--- config.mk ---
export PLATFORM = sky130hd
export DESIGN_NAME = gbepc_ctrl
export DESIGN_NICKNAME = d
export VERILOG_FILES = /design/src/rtl/gbepc_pkg.sv /design/src/rtl/gbepc_ctrl.sv
export SDC_FILE = /design/constraint.sdc
export NUM_CORES = 1
export LEC_CHECK = 0
export ABC_AREA = 1
export BUFFER_PORTS_ARGS = -buffer_cell sky130_fd_sc_hd__buf_4
export CAP_MARGIN = 20
export CORE_AREA = 2 2 39 41
export CTS_CLUSTER_SIZE = 8
export DETAILED_ROUTE_END_ITERATION = 6
export DIE_AREA = 0 0 41 43
export PLACE_DENSITY = 0.46
export RECOVER_POWER = 50
export SYNTH_ARGS = -nofsm -noshare
export SYNTH_HDL_FRONTEND = slang
export SYNTH_SLANG_ARGS = --single-unit
--- constraint.sdc ---
create_clock -name clock -period 1.3 [get_ports clock]
set_clock_uncertainty 0.2 [all_clocks]
set_input_delay 0.13 -clock clock [delete_from_list [all_inputs] [get_ports clock]]
set_output_delay 0.13 -clock clock [all_outputs]
set_load 0.02 [all_outputs]
--- src/rtl/gbepc_pkg.sv ---
// Package: types, constants and helper functions of the grid exit path counter.
package gbepc_pkg;

   localparam int DEF_MAX_ROWS  = 64;
   localparam int DEF_MAX_COLS  = 64;
   localparam int DEF_MAX_MOVES = 64;

   localparam int SIZE_W  = 7;
   localparam int START_W = 6;
   localparam int COUNT_W = 30;

   localparam logic [COUNT_W-1:0] PATH_MOD   = 30'd1000000007;
   localparam logic [31:0]        TWICE_MOD  = 32'd2000000014;

   typedef struct packed {
      logic [SIZE_W-1:0]  grid_rows;
      logic [SIZE_W-1:0]  grid_cols;
      logic [SIZE_W-1:0]  move_budget;
      logic [START_W-1:0] start_row;
      logic [START_W-1:0] start_col;
   } req_type;

   typedef struct packed {
      logic [COUNT_W-1:0] path_count;
      logic               bad_start;
   } rsp_type;

   typedef enum logic [2:0] {
      ST_IDLE,
      ST_CHECK,
      ST_SCAN,
      ST_DRAIN,
      ST_REPLY
   } state_type;

   typedef struct packed {
      logic load;
      logic scan_en;
      logic next_move;
   } cmd_type;

   typedef struct packed {
      logic bad_start;
      logic zero_moves;
      logic scan_last;
      logic last_move;
      logic pipe_empty;
   } sts_type;

   // Bits needed to index n entries, at least one.
   function automatic int idx_width(input int n);
      return (n > 1) ? $clog2(n) : 1;
   endfunction

   // Sum of two residues, reduced once.
   function automatic logic [COUNT_W-1:0] mod_add(input logic [COUNT_W-1:0] a,
                                                   input logic [COUNT_W-1:0] b);
      logic [COUNT_W:0] s;
      logic [COUNT_W:0] d;
      s = {1'b0, a} + {1'b0, b};
      d = s - {1'b0, PATH_MOD};
      return (s >= {1'b0, PATH_MOD}) ? d[COUNT_W-1:0] : s[COUNT_W-1:0];
   endfunction

endpackage

--- src/rtl/gbepc_ctrl.sv ---
// Controller state machine: sequences load, per-move scans, drains and the reply.
module gbepc_ctrl (
   input  logic               clock,
   input  logic               reset,
   input  logic               start,
   input  gbepc_pkg::sts_type sts,
   output gbepc_pkg::cmd_type cmd,
   output logic               busy,
   output logic               rsp_valid
);

   gbepc_pkg::state_type state_ff;
   gbepc_pkg::state_type state_in;

   always_ff @(posedge clock) begin
      if (reset) begin
         state_ff <= gbepc_pkg::ST_IDLE;
      end else begin
         state_ff <= state_in;
      end
   end

   always_comb begin
      state_in  = state_ff;
      cmd       = '0;
      busy      = 1'b1;
      rsp_valid = 1'b0;
      case (state_ff)
         gbepc_pkg::ST_IDLE: begin
            busy = 1'b0;
            if (start) begin
               cmd.load = 1'b1;
               state_in = gbepc_pkg::ST_CHECK;
            end
         end
         gbepc_pkg::ST_CHECK: begin
            if (sts.bad_start || sts.zero_moves) begin
               state_in = gbepc_pkg::ST_REPLY;
            end else begin
               state_in = gbepc_pkg::ST_SCAN;
            end
         end
         gbepc_pkg::ST_SCAN: begin
            cmd.scan_en = 1'b1;
            if (sts.scan_last) begin
               state_in = gbepc_pkg::ST_DRAIN;
            end
         end
         gbepc_pkg::ST_DRAIN: begin
            // wait for the last writes of this move to land
            if (sts.pipe_empty) begin
               if (sts.last_move) begin
                  state_in = gbepc_pkg::ST_REPLY;
               end else begin
                  cmd.next_move = 1'b1;
                  state_in      = gbepc_pkg::ST_SCAN;
               end
            end
         end
         gbepc_pkg::ST_REPLY: begin
            rsp_valid = 1'b1;
            state_in  = gbepc_pkg::ST_IDLE;
         end
         default: begin
            state_in = gbepc_pkg::ST_IDLE;
         end
      endcase
   end

endmodule

==> Yosys cells after proc, flatten, opt, wreduce, memory -nomap -nowiden <==
Index checks and enable logic that the tools add are counted.
{ "word_totals": {"ff_bits": 3, "output_inout_bits": 5} }
{ "classes": {"n_reduce_logical": 3, "muxes": 14, "n_eq_ne": 7} }
{ "op_table": {"columns": ["operator", "count"], "rows": [
  ["$mux 3", 5],
  ["$pmux 3 s4", 1],
  ["$mux 1", 8],
  ["$eq 3x2->1 const B", 2],
  ["$ne 2x2->1 const B", 3],
  ["$eq 3x1->1 const B", 1],
  ["$eq 3x3->1 const B", 1],
  ["$logic_not 3->1", 1],
  ["$reduce_and 3->1", 1],
  ["$logic_or 1x1->1", 1]
]} }

==> Logic depth before layout (Yosys ltp) <==
Gate-level depths: netlist (run 1).
{ "logic_depth": {"depth_word": 3, "depth_mapped": 7} }

==> Least setup slack after synthesis (run 1) <==
No wires, ideal clock.
{ "synth_timing": {"path_type": "register to output", "startpoint": "register state_ff[0]", "endpoint": "output cmd[2] (netlist bit)", "n_path_buf": 0, "arrival_ns": 0.983, "slack_ns": -0.013, "path_stages_with_launch": 4, "path_cell_list": "dfxtp_1 nor2_2 nand2_1 nor2_1"} }
{ "synth_lines": {"columns": ["element", "line", "text"], "rows": [
  ["start, declared", "gbepc_ctrl.sv:12", "gbepc_pkg::state_type state_ff;"],
  ["start signal, assigned", "gbepc_ctrl.sv:17", "state_ff <= gbepc_pkg::ST_IDLE;"],
  ["start signal, assigned", "gbepc_ctrl.sv:19", "state_ff <= state_in;"],
  ["end, declared", "gbepc_ctrl.sv:7", "output gbepc_pkg::cmd_type cmd,"]
]} }

==> summary.md, run 1 <==
| Metric | Value |
|---|---|
| Slew @ Worst Pin | 0.227 ns |
| RSZ-0062 raised after global routing | true |
| Largest regs | state_ff: 3 flops |
| Final setup violation count | 5 |
| IO Port Bufs | 12 |
| H-tree depth | 1 |
| Tot GR Track Use | 0.0933 |
| Drt wl/cell | 8.54 um |
| Post-synthesis simple-gate area fraction | 0.506 |
| Compound-cell area share of the yosys netlist | 0.0682 |
| VDD IR max | 0.412 mV |
| Synthesized instance count | 40 |
| Final setup margin | -0.0711 ns |
| ANT nets after route | 0 |
| CTS tree | done |
| Post-synthesis sequential area ratio | 0.273 |
| Max_slew headroom | 0.847 |
| Max-slew violations | 0 |
| Final Hold Violating Endpoints | 0 |
| Synth top area cells | dfxtp_1, nand2_1, inv_1 |
| ANT cells | 0 |
| Area delta synth->final | 124% |
| Clk slew on worst S/H paths | 0.04 ns |
| Failing checks | setup timing |
| Ports | 13 |
| Finished Layout Cells | 80 |
| Initial antenna violation count | 0 |
| Ratio of cells with drive above 1 in the final layout | 0.609 |
| Mapped Nets | 48 |
| HP Start | sts[0] |
| CP Data Required Time | 0.97 ns |
| Die area | 0.00176 mm2 |
| Minimum clock period | 1.37 ns |
| Via count | 309 |
| Maxcap violations | 0 |
| First-pass GRT wire length | 1080 um |
| Largest family of logic cells by synthesized area | simple AND/OR/NAND/NOR gates |
| Netlist cell types | 9 |
| Area fraction of the dominant cell type after synthesis | 0.273 |
| Nets@finish | 73 |
| Die Ht | 43 um |
| CP Launch Point | state_ff[1]$_SDFFE_PP0P_ |
| Initial cell density of the core | 0.159 |
| Placed cell count | 69 |
| R2R cell count | 7 |
| Yosys reg bits | 3 |
| RR Startpoint | state_ff[1]$_SDFFE_PP0P_ |
| DRT Pass-1 Iters | 2 |
| Worst hold path class | in -> reg |
| DR iter-0 viols | 4 |
| Total CTS buffers | 3 |
| GRT Residual Overflow | 0 |
| Setup CP Type | reg -> out |
| Post-synth top area cell | dfxtp_1 |
| Core area | 0.00138 mm2 |
| Largest net degree at the start of global routing | 6 |
| Post-route clock period utilization | 1.05 |
| Status | finished with violations |
| Ys Warns | 0 |
| Rows | 14 |
| Design Area, Final | 494 um2 |
| Syn Area/Cell | 5.51 um2 |
| Worst Path Max Fanout | 5 |
| Cell Area, Placed | 340 um2 |
| Leakage power | 0.275 nW |
| HPWL Detailed | 456 um |
| Largest register FFs | 3 |
| XOR/XNOR Fraction of Synth Area | 0 |
| Number of global-route vias before repair | 289 |
| PD cells | 975 mW/mm2 |
| Multiplexer share of the synthesized area | 0 |
| CTS max path bufs | 2 |
| WL final | 683 um |
| Top register by number of flip-flops | state_ff |
| Mapped Area | 220 um2 |
| Post-Synth Adder-Cell Area | 0 |
| Hold Path Depth | 4 |
| Clock Latency Late Sink | 0.23 ns |
| Vias/cell | 3.86 |
| Arr. time, crit path | 1.04 ns |
| Max Clk Rate | 0.729 GHz |
| CTS root buf | clkbuf_4 |
| Crit end category | output pin |
| Power Total | 0.482 mW |
| Startpoint types | flip-flop |
| Clock sinks | 3 |
| Die W | 41 um |
| Fin util | 0.357 |
| DRC | 0 |
| GP Congestion | 0.704 |
-- critical path: stages, from the launching register on --
cell     delay (ns)
dfxtp_4        0.37
nand2_4        0.05
nor2_4         0.09
nand2_2        0.06
nor2_1         0.09
buf_4          0.14
-- cell usage after synthesis (all sizes together) --
cell type  instances
nand2             12
inv                9
nor2               8
nand3              4
dfxtp              3
a21oi              2
and3b              1
o21ai              1
-- layout by cell type, fill, tap and decap left out --
master	instances
nor2_1	4
dlygate4sd3_1	1
clkbuf_4	3
nor2_2	1
nand2_2	5
and3b_1	1
o21ai_0	1
nand2_1	6
nand3_2	1
buf_4	17
dfxtp_4	2
a21oi_2	1
nand3_1	2
dfxtp_2	1
nand3_4	1
clkbuf_1	1
nor2_4	3
inv_1	8
buf_6	2
a21oi_1	1
inv_2	1
nand2_4	1
-- area by class of cell --
cell class	count	area [um2]
clock buffer	4	26.3
tap	16	20.0
fill	158	890
sequential	3	68.8
multi-input combinational	28	185
inverter	9	33.8
timing repair buffer	20	160
-- per-layer routing --
layer / global-route usage / up-vias / wire (um)
met5: 0 / - / 0
met4: 0.0600 / 0 / 0
met3: 0.0471 / 0 / 34
met2: 0.141 / 6 / 368
met1: 0.0962 / 135 / 280
li1: - / 168 / -
-- final timing paths --
check	slack, ns	to
max	-0.07	cmd[0]
min	0.007	state_ff[0]$_SDFFE_PP0P_
max reg2reg	0	state_ff[0]$_SDFFE_PP0P_
min reg2reg	0.51	state_ff[1]$_SDFFE_PP0P_
-- cells by family (layout without fill, tap and decap cells) --
family	Yosys count	after routing
AOI/OAI and AO/OA	3	3
buffers and inverters	9	33
DFF	3	3
and+or+nand+nor	25	25
-- metrics by stage --
stage | setup slack (ns) | setup TNS (ns) | hold WS, ns
after global routing | -0.152 | -0.633 | 0.0302
after global placement | -0.00806 | -0.00806 | 0.108
after CTS | -0.109 | -0.240 | 0.0311
final | -0.0711 | -0.162 | 0.00705
after detailed placement | -0.0136 | -0.0136 | 0.107
after floorplan | 0.0645 | 0 | -0.000934
-- report_power, final --
part | internal (mW) | total, mW | leakage [nW] | switching, mW
Combinational | 0.103 | 0.199 | 0.233 | 0.0965
Sequential | 0.103 | 0.119 | 0.0264 | 0.0157
Clock | 0.115 | 0.164 | 0.0150 | 0.0489
-- what timing repair did --
item | 4_1_cts | 5_1_grt
buffers inserted | 5 | 1
endpoints found under the hold margin | 3 | 0
hold buffers | 1 | 0
resized for setup | 8 | 14
setup endpoints to repair | 5 | 7
pin swaps | 2 | 8
No activity file was read; power rests on OpenSTA's default activity.
==> inputs of run 2 (changes only) <==
--- a/config.mk
+++ b/config.mk
@@ -14,6 +14,7 @@
 export DIE_AREA = 0 0 41 43
 export PLACE_DENSITY = 0.46
 export RECOVER_POWER = 50
+export SKIP_CTS_REPAIR_TIMING = 1
 export SYNTH_ARGS = -nofsm -noshare
 export SYNTH_HDL_FRONTEND = slang
 export SYNTH_SLANG_ARGS = --single-unit
==> summary.md, run 2 (same netlist as run 1, synthesis figures left out) <==
| Metric | Value |
|---|---|
| Status | finished with violations (unchanged) |
| Failing checks | setup timing (unchanged) |
| Clock sinks | 3 (unchanged) |
| Final Hold Violating Endpoints | 0 (unchanged) |
| WL final | 598 um (was 683 um) |
| Worst r2r dst | state_ff[2]$_SDFFE_PP0P_ (was state_ff[0]$_SDFFE_PP0P_) |
| HPWL Detailed | 456 um (unchanged) |
| Minimum clock period | 1.40 ns (was 1.37 ns) |
| Via count | 283 (was 309) |
| CTS max path bufs | 2 (unchanged) |
| Post-route clock period utilization | 1.08 (was 1.05) |
| DR WL met2 | 301 um (was 368 um) |
| RR Startpoint | state_ff[2]$_SDFFE_PP0P_ (was state_ff[1]$_SDFFE_PP0P_) |
| CP max-delay cell | dfxtp_4 (unchanged) |
| DRC | 0 (unchanged) |
| Vias/cell | 3.68 (was 3.86) |
| VDD IR max | 0.383 mV (was 0.412 mV) |
| Leakage power | 0.268 nW (was 0.275 nW) |
| H-tree depth | 1 (unchanged) |
| Arr. time, crit path | 1.07 ns (was 1.04 ns) |
| Commonest non-fill, non-tap cell in the layout | buf_4 (unchanged) |
| Post-route setup TNS | -0.261 ns (was -0.162 ns) |
| ANT nets after route | 0 (unchanged) |
| Worst Path Max Fanout | 5 (unchanged) |
| Largest net degree at the start of global routing | 6 (unchanged) |
| PD cells | 977 mW/mm2 (was 975 mW/mm2) |
| DRT Pass-1 Iters | 2 (unchanged) |
| DR top layer | met3 (unchanged) |
| Max-slew violations | 0 (unchanged) |
| Top register by number of flip-flops | state_ff (unchanged) |
| Met1 WL | 258 um (was 280 um) |
| Core area | 0.00138 mm2 (unchanged) |
| Initial cell density of the core | 0.159 (unchanged) |
| Startpoint types | flip-flop (unchanged) |
| Die area | 0.00176 mm2 (unchanged) |
| Crit end category | output pin (unchanged) |
| Met3 Wirelength | 39 um (was 34 um) |
| Tot GR Track Use | 0.0863 (was 0.0933) |
| CTS root buf | clkbuf_4 (unchanged) |
| Initial antenna violation count | 0 (unchanged) |
| Setup CP Type | reg -> out (unchanged) |
| Clk slew on worst S/H paths | 0.03 ns (was 0.04 ns) |
| Rows | 14 (unchanged) |
| Maxcap violations | 0 (unchanged) |
| CP Capture Point | cmd[0] (unchanged) |
| DR iter-0 viols | 3 (was 4) |
| Nets@finish | 70 (was 73) |
| Worst hold path class | in -> reg (unchanged) |
| First-pass GRT wire length | 972 um (was 1080 um) |
| Commonest cells after routing, fill and taps aside | buf_4, inv_1, nand2_1, nor2_1 (was buf_4, inv_1, nand2_1, nand2_2, nor2_1) |
| Ratio of cells with drive above 1 in the final layout | 0.541 (was 0.609) |
| Ports | 13 (unchanged) |
| Die W | 41 um (unchanged) |
| ANT cells | 0 (unchanged) |
| Number of global-route vias before repair | 256 (was 289) |
| Max_slew headroom | 0.866 (was 0.847) |
| Max stage delay on crit path | 0.37 ns (about the same) |
| Die Ht | 43 um (unchanged) |
| Finished Layout Cells | 77 (was 80) |
| Drt wl/cell | 7.77 um (was 8.54 um) |
| Final setup margin | -0.103 ns (was -0.0711 ns) |
| Total CTS buffers | 3 (unchanged) |
| Reg2reg setup slack | 0.02 ns (was 0 ns) |
| Power Total | 0.463 mW (was 0.482 mW) |
| IO Port Bufs | 12 (unchanged) |
| Final setup violation count | 3 (was 5) |
| Max Clk Rate | 0.713 GHz (was 0.729 GHz) |
| GP Congestion | 0.704 (unchanged) |
| CTS tree | done (unchanged) |
| Area delta synth->final | 115% (was 124%) |
| R2R cell count | 6 (was 7) |
| GRT Residual Overflow | 0 (unchanged) |
| Fin util | 0.343 (was 0.357) |
| CP Launch Point | state_ff[1]$_SDFFE_PP0P_ (unchanged) |
| Clock Latency Late Sink | 0.23 ns (about the same) |
| Largest register FFs | 3 (unchanged) |
| Crit-path cells | nand2_4 -> nor2_4 -> nand2_2 -> nor2_1 -> buf_4 (unchanged) |
| Hold Path Depth | 4 (unchanged) |
| CP Data Required Time | 0.97 ns (about the same) |
| Largest regs | state_ff: 3 flops (unchanged) |
| Slew @ Worst Pin | 0.198 ns (was 0.227 ns) |
| Placed cell count | 69 (unchanged) |
| RSZ-0062 raised after global routing | true (unchanged) |
==> run 2: area by class of cell <==
cell class | instances | area, um2
Sequential cell | 3 | 71.3
Fill cell | 158 | 910
Multi-Input combinational cell | 28 | 181
Tap cell | 16 | 20.0
Clock buffer | 4 | 26.3
Timing Repair Buffer | 17 | 141
Inverter | 9 | 33.8
==> run 2: where the power goes <==
group          internal, mW  switching [mW]  total, mW
registers             0.102          0.0161      0.118
clock network         0.115          0.0473      0.162
logic                0.0931          0.0896      0.183
total                 0.310           0.153      0.463
==> run 2: stage by stage <==
step                      cell area [um2]  worst slack [ns]  hold WS [ns]
after floorplan                       223            0.0645     -0.000934
after global placement                340          -0.00806         0.108
after detailed placement              340           -0.0136         0.107
after CTS                             367            -0.212        -0.142
after global routing                  474            -0.190        0.0687
final                                 474            -0.103        0.0333
==> run 2: layer usage <==
layer / global-route usage / vias up
met5: 0 / -
met1: 0.0929 / 117
li1: - / 160
met3: 0.0471 / 0
met2: 0.122 / 6
met4: 0.0600 / 0
==> run 2: worst max-delay path: cells and delay by family, from the launching register on <==
family	cells	cell delay (ns)
buffers and inverters	1	0.14
flip-flops	1	0.37
AND/OR/NAND/NOR	4	0.32
==> run 2: how the worst min path moves through the flow <==
stage               startpoint                  endpoint  slack [ns]
finish                  sts[0]  state_ff[0]$_SDFFE_PP0P_        0.03
detailed placement       reset  state_ff[1]$_SDFFE_PP0P_        0.11
global route            sts[0]  state_ff[0]$_SDFFE_PP0P_        0.07
global placement         reset  state_ff[0]$_SDFFE_PP0P_        0.11
floorplan                reset  state_ff[0]$_SDFFE_PP0P_     -0.0009
CTS                      reset  state_ff[1]$_SDFFE_PP0P_       -0.14
==> inputs of run 3 (changes only) <==
==> constraint.sdc (replaced) <==
create_clock -name clock -period 1.8 [get_ports clock]
set_clock_uncertainty 0.2 [all_clocks]
set_input_delay 0.18 -clock clock [delete_from_list [all_inputs] [get_ports clock]]
set_output_delay 0.18 -clock clock [all_outputs]
set_load 0.02 [all_outputs]
==> summary.md, run 3 (same netlist as run 1, synthesis figures left out) <==
| Metric | Value |
|---|---|
| Status | completed (was finished with violations) |
| CP Data Required Time | 1.42 ns (was 0.97 ns) |
| PD cells | 791 mW/mm2 (was 977 mW/mm2) |
| Die Ht | 43 um (unchanged) |
| Hold Path Depth | 4 (unchanged) |
| DRT Pass-1 Iters | 2 (unchanged) |
| Final Hold Violating Endpoints | 0 (unchanged) |
| Setup CP Type | reg -> out (unchanged) |
| Top register by number of flip-flops | state_ff (unchanged) |
| Rows | 14 (unchanged) |
| Ratio of cells with drive above 1 in the final layout | 0.281 (was 0.541) |
| Reg2reg setup slack | 0.54 ns (was 0.02 ns) |
| Drt wl/cell | 7.26 um (was 7.77 um) |
| GRT Residual Overflow | 0 (unchanged) |
| Max_slew headroom | 0.846 (was 0.866) |
| Worst r2r dst | state_ff[2]$_SDFFE_PP0P_ (unchanged) |
| WL final | 530 um (was 598 um) |
| Final setup violation count | 0 (was 3) |
| Leakage power | 0.214 nW (was 0.268 nW) |
| ANT nets after route | 0 (unchanged) |
| Area delta synth->final | 63.6% (was 115%) |
| WHS Endpoint | state_ff[0]$_SDFFE_PP0P_ (unchanged) |
| RR Startpoint | state_ff[1]$_SDFFE_PP0P_ (was state_ff[2]$_SDFFE_PP0P_) |
| Clock Latency Late Sink | 0.23 ns (about the same) |
| HPWL Detailed | 448 um (was 456 um) |
| Maxcap violations | 0 (unchanged) |
| Total CTS buffers | 3 (unchanged) |
| First-pass GRT wire length | 910 um (was 972 um) |
| HP Start | sts[0] (unchanged) |
| Power Total | 0.285 mW (was 0.463 mW) |
| Core area | 0.00138 mm2 (unchanged) |
| Ports | 13 (unchanged) |
| Crit end category | output pin (unchanged) |
| Tot GR Track Use | 0.0782 (was 0.0863) |
| Nets@finish | 66 (was 70) |
| Die W | 41 um (unchanged) |
| Clock sinks | 3 (unchanged) |
| Initial antenna violation count | 0 (unchanged) |
| Largest net degree at the start of global routing | 6 (unchanged) |
| DRC | 0 (unchanged) |
| Slew @ Worst Pin | 0.228 ns (was 0.198 ns) |
| Via count | 262 (was 283) |
| R2R cell count | 6 (unchanged) |
| Max-slew violations | 0 (unchanged) |
| Arr. time, crit path | 1.12 ns (was 1.07 ns) |
| Max Clk Rate | 0.667 GHz |
| Commonest non-fill, non-tap cell in the layout | nand2_1 (was buf_4) |
| Post-route clock period utilization | 0.832 |
| DR iter-0 viols | 5 (was 3) |
| GP Congestion | 0.757 (was 0.704) |
| Vias/cell | 3.59 (was 3.68) |
| VDD IR max | 0.260 mV (was 0.383 mV) |
| Minimum clock period | 1.50 ns |
| ANT cells | 0 (unchanged) |
| Commonest cells after routing, fill and taps aside | nand2_1, buf_4, inv_1, nor2_1, nand3_1 (was buf_4, inv_1, nand2_1, nor2_1) |
| IO Port Bufs | 12 (unchanged) |
| CTS tree | done (unchanged) |
| Design Area, Final | 360 um2 (was 474 um2) |
| Die area | 0.00176 mm2 (unchanged) |
| Clk slew on worst S/H paths | 0.04 ns (was 0.03 ns) |
| Worst hold path class | in -> reg (unchanged) |
| Startpoint types | flip-flop (unchanged) |
| Cell Area, Placed | 330 um2 (was 340 um2) |
| CTS root buf | clkbuf_4 (unchanged) |
| Number of global-route vias before repair | 254 (was 256) |
| CTS max path bufs | 2 (unchanged) |
| Largest regs | state_ff: 3 flops (unchanged) |
| Post-route setup TNS | 0 ns (was -0.261 ns) |
| Worst Path Max Fanout | 5 (unchanged) |
| Initial cell density of the core | 0.159 (unchanged) |
| H-tree depth | 1 (unchanged) |
| RSZ-0062 raised after global routing | false (was true) |
| Largest register FFs | 3 (unchanged) |
[run 3: changes by cell type in the layout (fill, tap and decap cells not counted), sizes merged]
| cell | before | now |
|---|---|---|
| buf | 16 | 11 |
| clkbuf | 4 | 5 |
[run 3: per-layer routing]
| metal | vias to the layer above | track usage | wire length [um] |
|---|---|---|---|
| met1 | 104 | 0.0865 | 231 |
| met3 | 0 | 0.0314 | 39 |
| li1 | 152 | - | - |
| met5 | - | 0 | 0 |
| met4 | 0 | 0.0600 | 0 |
| met2 | 6 | 0.113 | 260 |
[run 3: worst max-delay path by stage]
stage / start / endpoint / slack (ns) / depth (start not counted)
floorplan: state_ff[0]$_SDFFE_PP0P_ / cmd[2] / 0.44 / 3
finish: state_ff[1]$_SDFFE_PP0P_ / cmd[0] / 0.30 / 5
detailed placement: state_ff[1]$_SDFFE_PP0P_ / state_ff[2]$_SDFFE_PP0P_ / 0.55 / 6
global placement: state_ff[0]$_SDFFE_PP0P_ / state_ff[2]$_SDFFE_PP0P_ / 0.54 / 5
CTS: state_ff[1]$_SDFFE_PP0P_ / cmd[0] / 0.30 / 5
global route: state_ff[1]$_SDFFE_PP0P_ / cmd[0] / 0.19 / 5
[run 3: critical path: stages (launching register included)]
cell and delay [ns]:
dfxtp_1 0.37, nand2_1 0.08, nor2_2 0.12, nand2_1 0.08, nor2_1 0.09, buf_4 0.14
[run 3: report_power, final]
part / internal, mW / switching [mW]
combinational: 0.0393 / 0.0493
clock: 0.0830 / 0.0339
sequential: 0.0734 / 0.00628
total: 0.196 / 0.0895
[run 3: cell type report]
cell class,instances,area (um2)
fill,165,1020
multi-input combinational,28,124
timing repair buffer,13,96.3
sequential,3,60.1
inverter,9,33.8
clock buffer,4,26.3
tap,16,20.0
[run 3: stage by stage]
stage | hold WS (ns) | instances | worst slack, ns | util
3_3_place_gp | 0.161 | 68 | 0.540 | 0.239
5_1_grt | 0.126 | 73 | 0.194 | 0.260
2_1_floorplan | 0.0491 | 40 | 0.437 | -
3_5_place_dp | 0.159 | 68 | 0.547 | 0.239
4_1_cts | -0.0868 | 72 | 0.297 | 0.258
6_report | 0.0858 | 73 | 0.302 | 0.260
